`config.mk`:
```
export PLATFORM = sky130hd
export DESIGN_NAME = tccw_sweep
export DESIGN_NICKNAME = d
export VERILOG_FILES = /design/src/hw/rtl/tccw_pkg.sv /design/src/hw/rtl/tccw_sweep.sv
export SDC_FILE = /design/constraint.sdc
export NUM_CORES = 1
export LEC_CHECK = 0
export BUFFER_PORTS_ARGS = -buffer_cell sky130_fd_sc_hd__buf_2
export CAP_MARGIN = 25
export CORE_ASPECT_RATIO = 1.2
export CORE_MARGIN = 2
export CORE_UTILIZATION = 55
export CTS_BUF_LIST = sky130_fd_sc_hd__clkbuf_8
export DETAILED_ROUTE_END_ITERATION = 8
export PLACE_DENSITY = 0.91
export SLEW_MARGIN = 20
export SYNTH_ARGS = -nofsm -noshare
export SYNTH_HDL_FRONTEND = slang
export SYNTH_SLANG_ARGS = --single-unit
```
`constraint.sdc`:
```
create_clock -name clk -period 4.1 [get_ports clk]
set_input_delay 0.82 -clock clk [delete_from_list [all_inputs] [get_ports clk]]
set_output_delay 0.82 -clock clk [all_outputs]
set_load 0.02 [all_outputs]
```
`src/hw/rtl/tccw_pkg.sv`:
```
`default_nettype none
// ----------------------------------------------------------------------------
// tccw_pkg
// Shared constants, codes and interface types of the text console cell writer.
// ----------------------------------------------------------------------------
package tccw_pkg;

  localparam int SCREEN_WIDTH  = 80;
  localparam int SCREEN_HEIGHT = 25;
  localparam int CELL_COUNT    = SCREEN_WIDTH * SCREEN_HEIGHT;

  localparam int ADDR_W = (CELL_COUNT > 1) ? $clog2(CELL_COUNT) : 1;
  localparam int MOVE_W = $clog2(CELL_COUNT + 1);
  localparam int ROW_W  = $clog2(SCREEN_HEIGHT + 2);
  localparam int COL_W  = $clog2(SCREEN_WIDTH + 1);
  localparam int CELL_W = 16;

  // port widths
  localparam int FUNC_W     = 3;
  localparam int BYTE_W     = 8;
  localparam int RD_ROW_W   = 5;
  localparam int RD_COL_W   = 7;
  localparam int CUR_ROW_W  = 5;
  localparam int CUR_COL_W  = 7;
  localparam int PADDR_W    = 3;
  localparam int PDATA_W    = 32;

  localparam logic [BYTE_W-1:0] BLANK_CHAR = 8'h20;
  localparam logic [BYTE_W-1:0] RESET_ATTR = 8'h0f;
  localparam logic [BYTE_W-1:0] CR_CODE    = 8'd13;
  localparam logic [BYTE_W-1:0] LF_CODE    = 8'd10;

  localparam logic [FUNC_W-1:0] FUNC_WRITE      = 3'd0;
  localparam logic [FUNC_W-1:0] FUNC_CLEAR      = 3'd1;
  localparam logic [FUNC_W-1:0] FUNC_SHIFT_UP   = 3'd2;
  localparam logic [FUNC_W-1:0] FUNC_SHIFT_DOWN = 3'd3;
  localparam logic [FUNC_W-1:0] FUNC_READ       = 3'd4;

  // register index is paddr[2]
  localparam logic REG_SCROLL_ENABLE  = 1'b0;
  localparam logic REG_TEXT_ATTRIBUTE = 1'b1;

  typedef enum logic [2:0] {
    ST_INIT,
    ST_IDLE,
    ST_EXEC,
    ST_SWEEP,
    ST_PUT,
    ST_READ
  } state_t;

  typedef enum logic [1:0] {
    RET_IDLE,
    RET_DONE,
    RET_PUT
  } ret_t;

  typedef struct packed {
    logic              go;
    logic              dir_up;
    logic [MOVE_W-1:0] moved;
    logic [BYTE_W-1:0] attr;
  } sweep_cmd_t;

  typedef struct packed {
    logic              rd_en;
    logic [ADDR_W-1:0] rd_addr;
    logic              wr_en;
    logic [ADDR_W-1:0] wr_addr;
    logic [CELL_W-1:0] wr_data;
  } mem_req_t;

endpackage
`default_nettype wire

```
`src/hw/rtl/tccw_sweep.sv`:
```
`default_nettype none
// ----------------------------------------------------------------------------
// tccw_sweep
// Whole-screen walker: copies every cell from a source offset by a number of
// cells up or down, or fills it with a blank, one cell per cycle.
// ----------------------------------------------------------------------------
module tccw_sweep (
  input  wire logic                       clk,
  input  wire logic                       rst,
  input  wire tccw_pkg::sweep_cmd_t       cmd,
  input  wire logic [tccw_pkg::CELL_W-1:0] rd_data,
  output tccw_pkg::mem_req_t              req,
  output logic                            busy
);
  import tccw_pkg::*;

  localparam int SUM_W = MOVE_W + 1;
  localparam logic [ADDR_W-1:0] LAST = ADDR_W'(CELL_COUNT - 1);

  logic              active;
  logic              dir_up;
  logic [MOVE_W-1:0] moved;
  logic [BYTE_W-1:0] attr;
  logic [ADDR_W-1:0] d;
  logic              wr_pend;
  logic [ADDR_W-1:0] wr_addr;
  logic              wr_blank;

  logic [SUM_W-1:0]  src_up;
  logic [MOVE_W-1:0] src_down;
  logic              src_valid;
  logic              last;

  always_comb begin
    src_up    = SUM_W'(d) + SUM_W'(moved);
    src_down  = MOVE_W'(d) - moved;
    src_valid = dir_up ? (src_up < SUM_W'(CELL_COUNT)) : (MOVE_W'(d) >= moved);
    last      = dir_up ? (d == LAST) : (d == '0);
  end

  always_ff @(posedge clk) begin
    if (rst) begin
      active  <= 1'b0;
      wr_pend <= 1'b0;
    end else begin
      if (cmd.go) begin
        active <= 1'b1;
      end else if (active && last) begin
        active <= 1'b0;
      end
      wr_pend <= active;
    end
  end

  always_ff @(posedge clk) begin
    if (cmd.go) begin
      dir_up <= cmd.dir_up;
      moved  <= cmd.moved;
      attr   <= cmd.attr;
      d      <= cmd.dir_up ? '0 : LAST;
    end else if (active) begin
      d <= dir_up ? d + 1'b1 : d - 1'b1;
    end
    wr_addr  <= d;
    wr_blank <= !src_valid;
  end

  always_comb begin
    req.rd_en   = active && src_valid;
    req.rd_addr = dir_up ? ADDR_W'(src_up) : ADDR_W'(src_down);
    req.wr_en   = wr_pend;
    req.wr_addr = wr_addr;
    req.wr_data = wr_blank ? {BLANK_CHAR, attr} : rd_data;
    busy        = active || wr_pend;
  end

endmodule
`default_nettype wire

```
==> results.py <==
metrics = {
    "outcome": {
        "run_status": "finished, final reports clean",
    },
    "timing": {
        "finalSetupViolations": 0,
        "finalClockSkew_ns": 0.00673,
        "tightest_slew_ns": 0.710,
        "whs_ns": 0.538,
        "fin_crit_sh_pct": 93.4,
        "hold_violations": 0,
        "fin_tns_setup_ns": 0,
        "fin_crit_ns": 3.83,
        "rsz0062_at_grt": "no",
        "clock.fmax_ghz": 0.261,
        "slew_viol_final": 0,
        "maxSlewHeadroom_pct": 52.7,
    },
    "synthesis": {
        "ys_warn_count": 0,
        "synth-edff-count": 31,
        "synth_adder_area_share_pct": 14.5,
        "synth_area_leaders": "edfxtp_1, ha_1, dfxtp_1",
        "synthMuxAreaShare_pct": 3.88,
        "synth-compound-area-share_pct": 19.5,
        "synth-xor-area-share_pct": 5.94,
        "synth_nets": 380,
        "synth_cell_types": 59,
        "synthArstFlopShare_pct": 0,
        "yosys-top-cells-count": "edfxtp_1, ha_1, inv_1",
        "syn_area_mm2": 0.00310,
        "ys_ff_latch": 45,
        "synthSimpleGateAreaFrac_pct": 12.3,
        "synth_top_cell_area_share_pct": 30.1,
        "syn_inst": 307,
        "synth_top_family_by_area": "compound AO/OA/AOI/OAI gates",
        "ys_seq_area_share_pct": 39.1,
        "synthFlopType": "edfxtp_1",
        "avgSynthCellArea_um2": 10.1,
        "yosysTopAreaCell": "edfxtp_1",
    },
    "floorplanning": {
        "coreArea_mm2": 0.00537,
        "die_width_um": 72.5,
        "start_util_pct": 57.6,
        "die_area_mm2": 0.00625,
        "num_io_pins": 80,
        "die_h_um": 86.2,
        "rows": 29,
    },
    "drt": {
        "post_drt_wl_per_cell_um": 16.7,
        "first_pass_iters": 4,
        "num_vias": 2606,
        "wl_mm": 7.50,
        "ant_nets": 0,
        "drc": 0,
        "viasPerCell": 5.82,
        "drtIter0Drc": 231,
    },
    "placed_design": {
        "post_dp_cell_area_mm2": 0.00352,
        "numPortBuffers": 79,
        "dpl.hpwl_mm": 5.71,
        "place.gp.congestion": 0.904,
    },
    "cells_and_area": {
        "area_growth_pct": 17.3,
        "seq_area_mm2": 0.00121,
        "nNetsFinal": 457,
        "postLayoutCellArea_mm2": 0.00363,
        "drive_gt1_share_pct": 28.6,
        "fillCellCount": 403,
        "multi_input_area_mm2": 0.00174,
    },
    "clock_network": {
        "tritoncts": "yes",
        "cts_sinks": 45,
        "cts-root-buf": "clkbuf_8",
        "clock_latency_ns": 0.30,
        "clk_path_buf_depth": 2,
        "cts_hold_buf": 0,
        "numCtsBuffers": 5,
        "cts_max_level": 2,
        "clkSlewWorstSetupHoldPaths_ns": 0.08,
    },
    "critical_path": {
        "crit_path_start_kind": "flip-flop",
        "crit_type": "reg2out",
        "worstSetupEndpointType": "primary output",
        "path_max_fanout": 9,
        "cp.arrival_ns": 3.01,
        "cp_data_required_time_ns": 3.28,
    },
    "global_route": {
        "grt_pass1_wl_mm": 12.2,
        "grt_max_degree": 36,
        "grt_pass1_vias": 2585,
        "gr-total-overflow": 0,
        "antenna_found_initial": 1,
        "grt_usage_pct": 24.9,
    },
    "pwr": {
        "power_leakage_nw": 1.67,
        "cellPowerDensity_mw_per_mm2": 576,
        "ir_drop_mv": 0.379,
    },
    "hold_path": {
        "hold_path_class": "reg2reg",
    },
    "flow_run": {
        "maxCapViolations": 0,
    },
}
metrics by stage:
step / worst slack (ns) / total power [mW] / instances / utilization [%]
global route: 0.107 / 2.22 / 448 / 67.6
floorplan: 0.699 / 1.50 / 307 / -
CTS: 0.182 / 2.07 / 446 / 67.2
finish: 0.269 / 2.09 / 448 / 67.6
detailed placement: 0.508 / 1.80 / 438 / 65.6
global placement: 0.540 / 1.76 / 438 / 65.6
cells in the final DEF, fill, tap and decap left out, types with 4 or more instances in the layout:
cell      count
inv_1        26
mux2_2        8
a21o_1        8
a21oi_1      19
edfxtp_1     31
nand2_1      15
o21ai_0      20
xnor2_1      12
dfxtp_1      14
xor2_1        9
nor3_1        5
nor2_1       19
a211oi_1      5
o21ai_1       4
buf_2        79
nor2b_1      12
clkbuf_8      6
ha_1         31
nand2b_1      5
state kept, by name, summed over array words and instances, names as in the netlist:
| signal | count |
|---|---|
| attr | 8 |
| active | 1 |
| dir_up | 1 |
| moved | 11 |
| wr_addr | 11 |
| wr_blank | 1 |
| d | 11 |
| wr_pend | 1 |
path summary, 6_finish.rpt:
check / start / end / slack [ns] / cells after the start
worst max-delay path: d[1] / req[39] / 0.27 / 9
worst min-delay path: active / wr_pend / 0.54 / 1
worst max register to register: moved[0] / wr_blank / 1.47 / 9
worst min register to register: active / wr_pend / 0.54 / 1
worst max-delay path, stage by stage, from the launching register on:
cell,delay (ns)
edfxtp_1,0.56
ha_1,0.38
inv_1,0.07
a211o_1,0.27
a21oi_2,0.26
o21ai_1,0.17
a2111oi_1,0.51
o21ai_0,0.15
a41oi_1,0.16
buf_2,0.19
kinds of logic after synthesis:
logic type / Yosys count
AOI/OAI and AO/OA: 86
xor gates and xnor gates: 21
adders and majority gates: 34
buffers and inverters: 36
DFF: 45
muxes: 11
and+or+nand+nor: 74
cell type report:
| type | instances | share of cell area [%] |
|---|---|---|
| clock buffer | 6 | 2.28 |
| tap | 62 | 2.14 |
| multi-input combinational | 226 | 48.1 |
| sequential | 45 | 33.4 |
| clock inverter | 2 | 0.207 |
| antenna | 1 | 0.0689 |
| inverter | 25 | 2.59 |
| timing repair buffer | 81 | 11.3 |
power breakdown:
part / switching [mW] / internal [mW]
registers: 0.0913 / 0.575
logic: 0.689 / 0.461
clock network: 0.141 / 0.133
metal layers:
layer | track usage, % | up-vias | wire length, um
met4 | 11.3 | 0 | 183
met5 | 0 | - | 0
met1 | 30.4 | 1242 | 2910
li1 | - | 1257 | -
met3 | 3.60 | 20 | 335
met2 | 43.1 | 87 | 4070
repair_timing:
item,4_1_cts,5_1_grt
setup endpoints to repair,0,1
setup buffers,0,1
gates resized for setup,0,1
No activity file was read; power rests on OpenSTA's default activity.
